[config.mk]
export PLATFORM = sky130hd
export DESIGN_NAME = ffha_ctrl
export DESIGN_NICKNAME = d
export VERILOG_FILES = /design/src/ffha_pkg.sv /design/src/ffha_ctrl.sv
export VERILOG_INCLUDE_DIRS = /design/src /design/src/src
export SDC_FILE = /design/constraint.sdc
export NUM_CORES = 1
export LEC_CHECK = 0
export ABC_AREA = 1
export BUFFER_PORTS_ARGS = -buffer_cell sky130_fd_sc_hd__buf_2
export CAP_MARGIN = 5
export CELL_PAD_IN_SITES_DETAIL_PLACEMENT = 1
export CELL_PAD_IN_SITES_GLOBAL_PLACEMENT = 1
export CORE_AREA = 3 3 53 46
export CTS_BUF_LIST = sky130_fd_sc_hd__clkbuf_2 sky130_fd_sc_hd__clkbuf_4 sky130_fd_sc_hd__clkbuf_8
export DETAILED_ROUTE_END_ITERATION = 10
export DIE_AREA = 0 0 56 49
export PLACE_DENSITY_LB_ADDON = 0.2
export RECOVER_POWER = 100
export SYNTH_ARGS = -nofsm -noshare
export SYNTH_HDL_FRONTEND = slang
export SYNTH_SLANG_ARGS = --single-unit
[constraint.sdc]
create_clock -name aclk -period 2.1 [get_ports aclk]
set_clock_uncertainty 0.15 [all_clocks]
set_input_delay 0.315 -clock aclk [delete_from_list [all_inputs] [get_ports aclk]]
set_output_delay 0.315 -clock aclk [all_outputs]
set_load 0.1 [all_outputs]
[src/assert_macros.svh]
// Assertion macros shared by the allocator RTL.
// Depends on nothing; included by modules that carry assertions.
`ifndef ASSERT_MACROS_SVH
`define ASSERT_MACROS_SVH
`ifndef SYNTHESIS
`define ASSERT_CLK(label, clk, rstn, prop, msg) \
    label: assert property (@(posedge clk) disable iff (!rstn) (prop)) else $error(msg);
`define ASSERT_CLK_NR(label, clk, prop, msg) \
    label: assert property (@(posedge clk) (prop)) else $error(msg);
`else
`define ASSERT_CLK(label, clk, rstn, prop, msg)
`define ASSERT_CLK_NR(label, clk, prop, msg)
`endif
`endif

[src/ffha_pkg.sv]
// Shared types, codes and defaults for the first-fit heap allocator.
// No dependencies.
package ffha_pkg;
    localparam int MAX_BLOCKS_DEF = 64;
    localparam int ADDR_BITS_DEF  = 32;
    localparam logic [31:0] CAP_RESET = 32'd65536;
    localparam logic [6:0]  HDR_RESET = 7'd24;

    localparam logic [1:0] FUNC_ALLOC   = 2'd0;
    localparam logic [1:0] FUNC_FREE    = 2'd1;
    localparam logic [1:0] FUNC_REALLOC = 2'd2;
    localparam logic [1:0] FUNC_QUERY   = 2'd3;

    localparam logic [2:0] ST_OK       = 3'd0;
    localparam logic [2:0] ST_NOSPACE  = 3'd1;
    localparam logic [2:0] ST_ZERO     = 3'd2;
    localparam logic [2:0] ST_UNKNOWN  = 3'd3;
    localparam logic [2:0] ST_NOTALLOC = 3'd4;

    localparam logic CFG_CAP = 1'b0;
    localparam logic CFG_HDR = 1'b1;

    typedef enum logic [3:0] {
        S_IDLE, S_LOOK_RD, S_LOOK_CHK, S_LOOK_ACT,
        S_FIT_RD, S_FIT_CHK, S_APPEND, S_DONE, S_OUT
    } state_t;

    // controller -> datapath
    typedef struct packed {
        logic load;        // capture input word
        logic scan_clr;    // index := 0
        logic scan_inc;    // index := index + 1
        logic rd;          // read table at index
        logic look_hit;    // remember index as old block
        logic fit_take;    // mark found entry allocated, set result
        logic append;      // append block at heap top
        logic free_old;    // mark old block free
        logic set_st;      // write status code
        logic [2:0] st;
        logic set_bytes;   // report old block size
        logic set_copy;
        logic set_res_in;  // result := input address
        logic out_load;    // move result into output register
    } dp_cmd_t;

    // datapath -> controller
    typedef struct packed {
        logic [1:0] func;
        logic addr_zero;
        logic size_zero;
        logic scan_end;    // index reached entry count
        logic match;       // entry at index matches address
        logic ent_free;
        logic fits;        // entry free and big enough
        logic full;        // table full
        logic heap_ok;     // append stays within capacity
        logic big_enough;  // old block holds request
        logic out_busy;
    } dp_sts_t;
endpackage

[src/ffha_ctrl.sv]
// Controller state machine of the first-fit heap allocator.
// Depends on ffha_pkg and assert_macros.svh.
`include "assert_macros.svh"
module ffha_ctrl (
    input  logic               aclk,
    input  logic               aresetn,
    input  logic               s_tvalid,
    output logic               s_tready,
    input  ffha_pkg::dp_sts_t  sts,
    output ffha_pkg::dp_cmd_t  cmd
);
    ffha_pkg::state_t state_reg, state_next;
    logic realloc_reg, realloc_next;   // looking for a new block for a realloc

    always_ff @(posedge aclk) begin
        if (!aresetn) begin
            state_reg   <= ffha_pkg::S_IDLE;
            realloc_reg <= 1'b0;
        end else begin
            state_reg   <= state_next;
            realloc_reg <= realloc_next;
        end
    end

    always_comb begin
        state_next   = state_reg;
        realloc_next = realloc_reg;
        unique case (state_reg)
            ffha_pkg::S_IDLE: begin
                if (s_tvalid) begin
                    realloc_next = 1'b0;
                    state_next   = ffha_pkg::S_OUT;
                end
            end
            ffha_pkg::S_OUT: begin
                if (sts.func == ffha_pkg::FUNC_ALLOC ||
                    (sts.func == ffha_pkg::FUNC_REALLOC && sts.addr_zero)) begin
                    state_next = sts.size_zero ? ffha_pkg::S_DONE : ffha_pkg::S_FIT_RD;
                end else if (sts.addr_zero) begin
                    state_next = ffha_pkg::S_DONE;
                end else begin
                    state_next = ffha_pkg::S_LOOK_RD;
                end
            end
            ffha_pkg::S_LOOK_RD: begin
                state_next = sts.scan_end ? ffha_pkg::S_DONE : ffha_pkg::S_LOOK_CHK;
            end
            ffha_pkg::S_LOOK_CHK: begin
                state_next = sts.match ? ffha_pkg::S_LOOK_ACT : ffha_pkg::S_LOOK_RD;
            end
            ffha_pkg::S_LOOK_ACT: begin
                if (!sts.ent_free && sts.func == ffha_pkg::FUNC_REALLOC &&
                    !sts.big_enough) begin
                    realloc_next = 1'b1;
                    state_next   = ffha_pkg::S_FIT_RD;
                end else begin
                    state_next = ffha_pkg::S_DONE;
                end
            end
            ffha_pkg::S_FIT_RD: begin
                state_next = sts.scan_end ? ffha_pkg::S_APPEND : ffha_pkg::S_FIT_CHK;
            end
            ffha_pkg::S_FIT_CHK: begin
                state_next = sts.fits ? ffha_pkg::S_DONE : ffha_pkg::S_FIT_RD;
            end
            ffha_pkg::S_APPEND: state_next = ffha_pkg::S_DONE;
            ffha_pkg::S_DONE: begin
                if (!sts.out_busy) state_next = ffha_pkg::S_IDLE;
            end
            default: state_next = ffha_pkg::S_IDLE;
        endcase
    end

    always_comb begin
        cmd      = '0;
        s_tready = 1'b0;
        unique case (state_reg)
            ffha_pkg::S_IDLE: begin
                s_tready = 1'b1;
                cmd.load = s_tvalid;
            end
            ffha_pkg::S_OUT: begin
                cmd.scan_clr = 1'b1;
                if (sts.func == ffha_pkg::FUNC_ALLOC ||
                    (sts.func == ffha_pkg::FUNC_REALLOC && sts.addr_zero)) begin
                    if (sts.size_zero) begin
                        cmd.set_st = 1'b1;
                        cmd.st     = ffha_pkg::ST_ZERO;
                    end
                end else if (!sts.addr_zero) begin
                    cmd.set_st = 1'b1;
                    cmd.st     = ffha_pkg::ST_UNKNOWN;
                end
            end
            ffha_pkg::S_LOOK_RD: cmd.rd = !sts.scan_end;
            ffha_pkg::S_LOOK_CHK: begin
                cmd.scan_inc = !sts.match;
                cmd.look_hit = sts.match;
            end
            ffha_pkg::S_LOOK_ACT: begin
                cmd.set_st = 1'b1;
                cmd.st     = ffha_pkg::ST_OK;
                if (sts.ent_free) begin
                    cmd.st = ffha_pkg::ST_NOTALLOC;
                end else begin
                    unique case (sts.func)
                        ffha_pkg::FUNC_FREE:  cmd.free_old  = 1'b1;
                        ffha_pkg::FUNC_QUERY: cmd.set_bytes = 1'b1;
                        ffha_pkg::FUNC_REALLOC: begin
                            cmd.set_res_in = sts.big_enough;
                            cmd.scan_clr   = !sts.big_enough;
                        end
                        default: ;
                    endcase
                end
            end
            ffha_pkg::S_FIT_RD: cmd.rd = !sts.scan_end;
            ffha_pkg::S_FIT_CHK: begin
                cmd.scan_inc = !sts.fits;
                cmd.fit_take = sts.fits;
                if (sts.fits && realloc_reg) begin
                    cmd.free_old  = 1'b1;
                    cmd.set_bytes = 1'b1;
                    cmd.set_copy  = 1'b1;
                end
            end
            ffha_pkg::S_APPEND: begin
                cmd.set_st = 1'b1;
                if (sts.full || !sts.heap_ok) begin
                    cmd.st = ffha_pkg::ST_NOSPACE;
                end else begin
                    cmd.st     = ffha_pkg::ST_OK;
                    cmd.append = 1'b1;
                    if (realloc_reg) begin
                        cmd.free_old  = 1'b1;
                        cmd.set_bytes = 1'b1;
                        cmd.set_copy  = 1'b1;
                    end
                end
            end
            ffha_pkg::S_DONE: cmd.out_load = !sts.out_busy;
            default: ;
        endcase
    end

    `ASSERT_CLK(a_ready_idle, aclk, aresetn,
        s_tready |-> state_reg == ffha_pkg::S_IDLE, "ready outside idle")
    `ASSERT_CLK(a_one_write, aclk, aresetn,
        !(cmd.fit_take && cmd.append), "take and append together")
    `ASSERT_CLK(a_done_idle, aclk, aresetn,
        cmd.out_load |=> state_reg == ffha_pkg::S_IDLE, "no return to idle")
endmodule

==> impl_metrics.yaml, run 1 <==
floorplanning:
  fp.dieH_um: 49
  die-area_sq_um: 2740
  initial_core_util_pct: 29.2
  core_sq_um: 1890
  ioPinCount: 32
  num_rows: 14
  fp.dieW_um: 56
yosys:
  ys_seq_area_share_pct: 18.1
  yosysUniqueCellTypes: 19
  ys_ff_latch: 5
  syn_inst: 102
  syn_area_sq_um: 552
  yosysWarnings: 0
  synth_nets: 117
  avgSynthCellArea_sq_um: 5.41
sta:
  hold_viol: 0
  tns_ns: 0
  post-route-min-period_ns: 2.05
  layout_setup_ws_ns: 0.0497
  fin_crit_sh_pct: 97.6
  worst_slew_pin_slew_ns: 0.488
  finalSetupViolations: 0
  slew_viol_final: 0
  fmax_mhz: 488
  slew_headroom_pct: 67.7
  fin_hold_ws_ns: 0.157
layout:
  largest_reg_flops: 4
  final_area_sq_um: 1050
  final_core_util_pct: 55.5
  diodes: 0
  drive_above_1_share_pct: 48.2
  nets: 157
  area_growth_pct: 90.3
detailed_routing:
  first_iter_violations: 15
  ant_nets: 0
  wl_mm: 2.38
  wire_per_inst_um: 14.4
  dr_total_vias: 788
  drc: 0
  via_per_inst: 4.78
  drt_first_pass_iters: 4
cts:
  cts_root_buffer: "clkbuf_4"
  cts_inserted_buffers: 3
  clkTransAtPathRegs_ns: 0.05
  cts_tree: "done"
  cts-htree-levels: 1
  insertion_delay_ns: 0.24
  ctsHoldBuffers: 0
  cts_sinks: 5
  clockBufferDepth: 2
setup_path:
  cp-end-kind: "primary output"
  worstPathArrival_ns: 1.59
  path_class: "flip-flop to primary output"
  cp_data_required_time_ns: 1.63
  worst-path-max-fanout: 6
  worstSetupStartpointType: "flip-flop"
placement:
  numPortBuffers: 31
  place_ws_ns: 0.215
  gp_congestion: 0.827
  dpl.hpwl_mm: 1.94
  place_area_sq_um: 958
pwr:
  p_leak_nw: 0.572
  pwr_density_cell_nw_per_um2: 1590
  worst_ir_drop_vdd_mv: 1.09
min_path:
  hp-class: "input pin to flip-flop"
grt:
  grt_pass1_vias: 819
  grt_max_degree: 10
  overflow: 0
  antenna_found_initial: 0
  grt_pass1_wl_mm: 3.90
  grt_util_all_layers_pct: 17.5
job:
  drv_cap: 0
run_status:
  status: "completed"
[metal layers]
| layer | wire length [um] | share of wire, % | up-vias | global-route usage (%) |
|---|---|---|---|---|
| met1 | 1110 | 47 | 357 | 22.9 |
| met2 | 1160 | 49 | 22 | 30.7 |
| met5 | 0 | 0 | - | 0 |
| li1 | - | - | 407 | - |
| met3 | 101 | 4.2 | 2 | 2.65 |
| met4 | 10 | 0.42 | 0 | 2.37 |
[worst paths after layout]
path	from	to	slack [ns]	cells past startpoint
worst max-delay path	state_reg[1]	cmd[7]	0.05	6
worst min-delay path	aresetn	state_reg[1]	0.16	3
worst max register to register	state_reg[2]	state_reg[1]	0.56	8
worst min register to register	realloc_reg	realloc_reg	0.35	2
[worst max-delay path, stage by stage (launching register included)]
cell and delay [ns]:
dfxtp_4 0.37, nor2_4 0.17, inv_2 0.06, nor2_4 0.15
nand2_2 0.09, o211ai_1 0.27, buf_12 0.22
[cell usage in the layout (no fill, tap or decap), drive strengths merged]
master	count
a21oi	1
buf	32
clkbuf	7
dfxtp	5
inv	22
nand2	27
nand3	13
nand3b	1
nand4	4
nor2	18
nor3	2
nor4	1
o211ai	1
o21ai	4
o22ai	2
o41ai	1
[synth_stat cells]
cell / n / area share [%]
nand2_1: 27 / 18
inv_1: 20 / 14
nand3_1: 13 / 12
nor2_1: 11 / 7.5
dfxtp_1: 5 / 18
nor2_2: 5 / 5.7
nand4_1: 4 / 4.5
o21ai_0: 3 / 2.7
inv_2: 2 / 1.4
nor2_4: 2 / 4.1
o22ai_1: 2 / 2.3
a21oi_1: 1 / 0.91
nand3b_1: 1 / 1.4
nor3_1: 1 / 0.91
nor3_2: 1 / 1.8
nor4_1: 1 / 1.1
o211ai_1: 1 / 1.4
o21ai_1: 1 / 0.91
o41ai_1: 1 / 1.6
[power breakdown]
part | internal (W) | total, W | switching [W]
sequential | 0.000147 | 0.000225 | 0.0000775
clock | 0.0000849 | 0.000127 | 0.0000420
combinational | 0.000342 | 0.00131 | 0.000972
[timing repair]
action | 4_1_cts | 5_1_grt
buffers inserted | 0 | 3
endpoints found under the setup margin | 3 | 6
pin swaps | 1 | 5
resized for setup | 4 | 6
[cell type report]
type	instances	area, sq um
clock buffers	4	30.0
fillers	252	842
inverters	22	82.6
multi-input cells	75	472
flip-flops and latches	5	113
well taps	24	30.0
repair buffers	35	323
[stage by stage]
stage / power (W) / instances
3_5_place_dp: 0.00143 / 158
4_1_cts: 0.00158 / 162
6_report: 0.00167 / 165
2_1_floorplan: 0.00115 / 102
5_1_grt: 0.00177 / 165
3_3_place_gp: 0.00140 / 158
[logic make-up after synthesis]
| kind of cell | synth area share, % |
|---|---|
| buffers and inverters | 15.0 |
| DFF | 18.1 |
| AOI/OAI and AO/OA | 9.75 |
| and+or+nand+nor | 57.1 |
Note: power is estimated with default switching activity, not from simulation.
==> run 2: changes to the inputs <==
--- a/config.mk
+++ b/config.mk
@@ -11,10 +11,10 @@
 export CAP_MARGIN = 5
 export CELL_PAD_IN_SITES_DETAIL_PLACEMENT = 1
 export CELL_PAD_IN_SITES_GLOBAL_PLACEMENT = 1
-export CORE_AREA = 3 3 53 46
+export CORE_AREA = 3 3 58 49
 export CTS_BUF_LIST = sky130_fd_sc_hd__clkbuf_2 sky130_fd_sc_hd__clkbuf_4 sky130_fd_sc_hd__clkbuf_8
 export DETAILED_ROUTE_END_ITERATION = 10
-export DIE_AREA = 0 0 56 49
+export DIE_AREA = 0 0 61 52
 export PLACE_DENSITY_LB_ADDON = 0.2
 export RECOVER_POWER = 100
 export SYNTH_ARGS = -nofsm -noshare
==> run 2 against run 1 <==
Net effect:
- final cell count grew 2.4%
- first-iteration DRC count down 33%
- design area shrank 0.12%
- highest routed layer is now met3
- clock power decreased by 3%
- critical endpoint is now cmd[3]
- critical path type unchanged
- non-clock buffer count increased by 1
- fmax is 2.0% higher
- hold slack gained 0.0038 ns
- routed wire length down 13%
==> impl_metrics.yaml, run 2 (synthesis results as in run 1) <==
layout:
  mostFrequentLayoutCells: "nand2_1 (25), buf_2 (21), inv_1 (19)"
  fin_cells: 169
  diodes: 0
  multi_input_area_sq_um: 467
  drive_above_1_share_pct: 47.9
  regArea_sq_um: 113
  nets: 158
  area_growth_pct: 90.0
  final_common_cell: "nand2_1"
  largest_reg_flops: 4
  nFillCells: 319
grt:
  grt_pass1_vias: 771
  grt_max_degree: 10
  grt_pass1_wl_mm: 3.48
  grt_util_all_layers_pct: 14.2
  antenna_found_initial: 0
  overflow: 0
job:
  drv_cap: 0
pwr:
  combPwrFrac_pct: 78.6
  total_power_w: 0.00160
  pwr_density_cell_nw_per_um2: 1530
  worst_ir_drop_vdd_mv: 1.12
  p_leak_nw: 0.577
  swShare_pct: 65.0
  power_frac_clock_pct: 7.7
  seqPwrFrac_pct: 13.7
  switchingPower_w: 0.00104
  p_int_w: 0.000562
floorplanning:
  ioPinCount: 32
  fp.dieH_um: 52
  initial_core_util_pct: 23.2
  die-area_sq_um: 3170
  num_rows: 16
  core_sq_um: 2380
  fp.dieW_um: 61
detailed_routing:
  drc: 0
  first_iter_violations: 10
  wl_mm: 2.06
  drt_first_pass_iters: 4
  via_per_inst: 4.73
  dr_total_vias: 799
  wire_per_inst_um: 12.2
  ant_nets: 0
setup_path:
  cp_data_required_time_ns: 1.63
  path_class: "flip-flop to primary output"
  cp-end-kind: "primary output"
  worstPathArrival_ns: 1.54
  worst-path-max-fanout: 6
  worstSetupStartpointType: "flip-flop"
sta:
  fmax_mhz: 498
  hold_viol: 0
  slew_viol_final: 0
  worst_slew_pin_slew_ns: 0.487
  post-route-min-period_ns: 2.01
  grt_setup_unrepaired: "true"
  slew_headroom_pct: 67.8
  finalSetupViolations: 0
  fin_crit_sh_pct: 95.7
cts:
  cts_root_buffer: "clkbuf_4"
  ctsHoldBuffers: 0
  cts_tree: "done"
  cts_inserted_buffers: 3
  clkTransAtPathRegs_ns: 0.04
  insertion_delay_ns: 0.24
  cts-htree-levels: 1
  clockBufferDepth: 2
  cts_sinks: 5
run_status:
  status: "completed"
placement:
  numPortBuffers: 31
  dpl.hpwl_mm: 1.78
  gp_congestion: 0.777
  placed_cells: 161
min_path:
  hp-class: "input pin to flip-flop"
-- run 2: changes by cell type in the layout (fill, tap and decap cells not counted) --
cell,previous run,this run
nor2_4,7,6
nor2_2,4,5
clkbuf_2,1,0
inv_1,18,19
buf_4,3,5
clkbuf_16,0,1
buf_12,9,7
inv_2,4,3
buf_2,20,21
-- run 2: critical path, cell delays in order, from the launching register on --
cell and delay, ns:
dfxtp_4 0.35, nor2_4 0.19, nand3_2 0.20, buf_4 0.22, o21ai_4 0.16, buf_12 0.19
-- run 2: final timing paths --
kind,start,cells past startpoint,slack (ns),to
worst max register to register,state_reg[2],8,0.68,state_reg[2]
worst max-delay path,state_reg[2],5,0.09,cmd[3]
worst min register to register,realloc_reg,2,0.36,realloc_reg
worst min-delay path,aresetn,3,0.16,state_reg[0]
-- run 2: per-layer routing --
layer	track usage, %	part of all wire (%)	up-vias
li1	-	-	409
met1	18.8	45	363
met2	24.4	49	27
met3	2.23	5.6	0
met4	2.17	0	0
met5	0	0	-
-- run 2: through the flow --
stage / hold slack, ns / util, % / setup TNS [ns] / setup WS, ns / instance area, sq um
after floorplan: 0.262 / - / -1.80 / -0.583 / 646
after global placement: 0.353 / 40.4 / 0 / 0.254 / 962
after detailed placement: 0.352 / 40.4 / 0 / 0.236 / 962
after CTS: 0.151 / 41.9 / 0 / 0.0170 / 998
after global routing: 0.172 / 44.0 / -0.00865 / -0.00826 / 1050
final: 0.161 / 44.0 / 0 / 0.0904 / 1050
-- run 2: timing repair --
action | CTS | global route
buffers inserted | 0 | 4
pin swaps | 0 | 6
cloned | 0 | 0
gates resized for setup | 2 | 6
setup endpoints to repair | 2 | 8
-- run 2: power by group through the flow --
stage	Clock, W	Sequential (W)	Combinational [W]
finish	0.000123	0.000220	0.00126
global route	0.000140	0.000232	0.00135
CTS	0.000131	0.000211	0.00121
detailed placement	0	0.000208	0.00120
global placement	0	0.000205	0.00120
floorplan	0	0.000196	0.000949
-- run 2: final cells by class --
type / count / share of cell area [%]
clock buffers: 4 / 2.86
inverters: 22 / 7.88
multi-input cells: 75 / 44.5
flip-flops and latches: 5 / 10.7
well taps: 27 / 3.22
repair buffers: 36 / 30.8
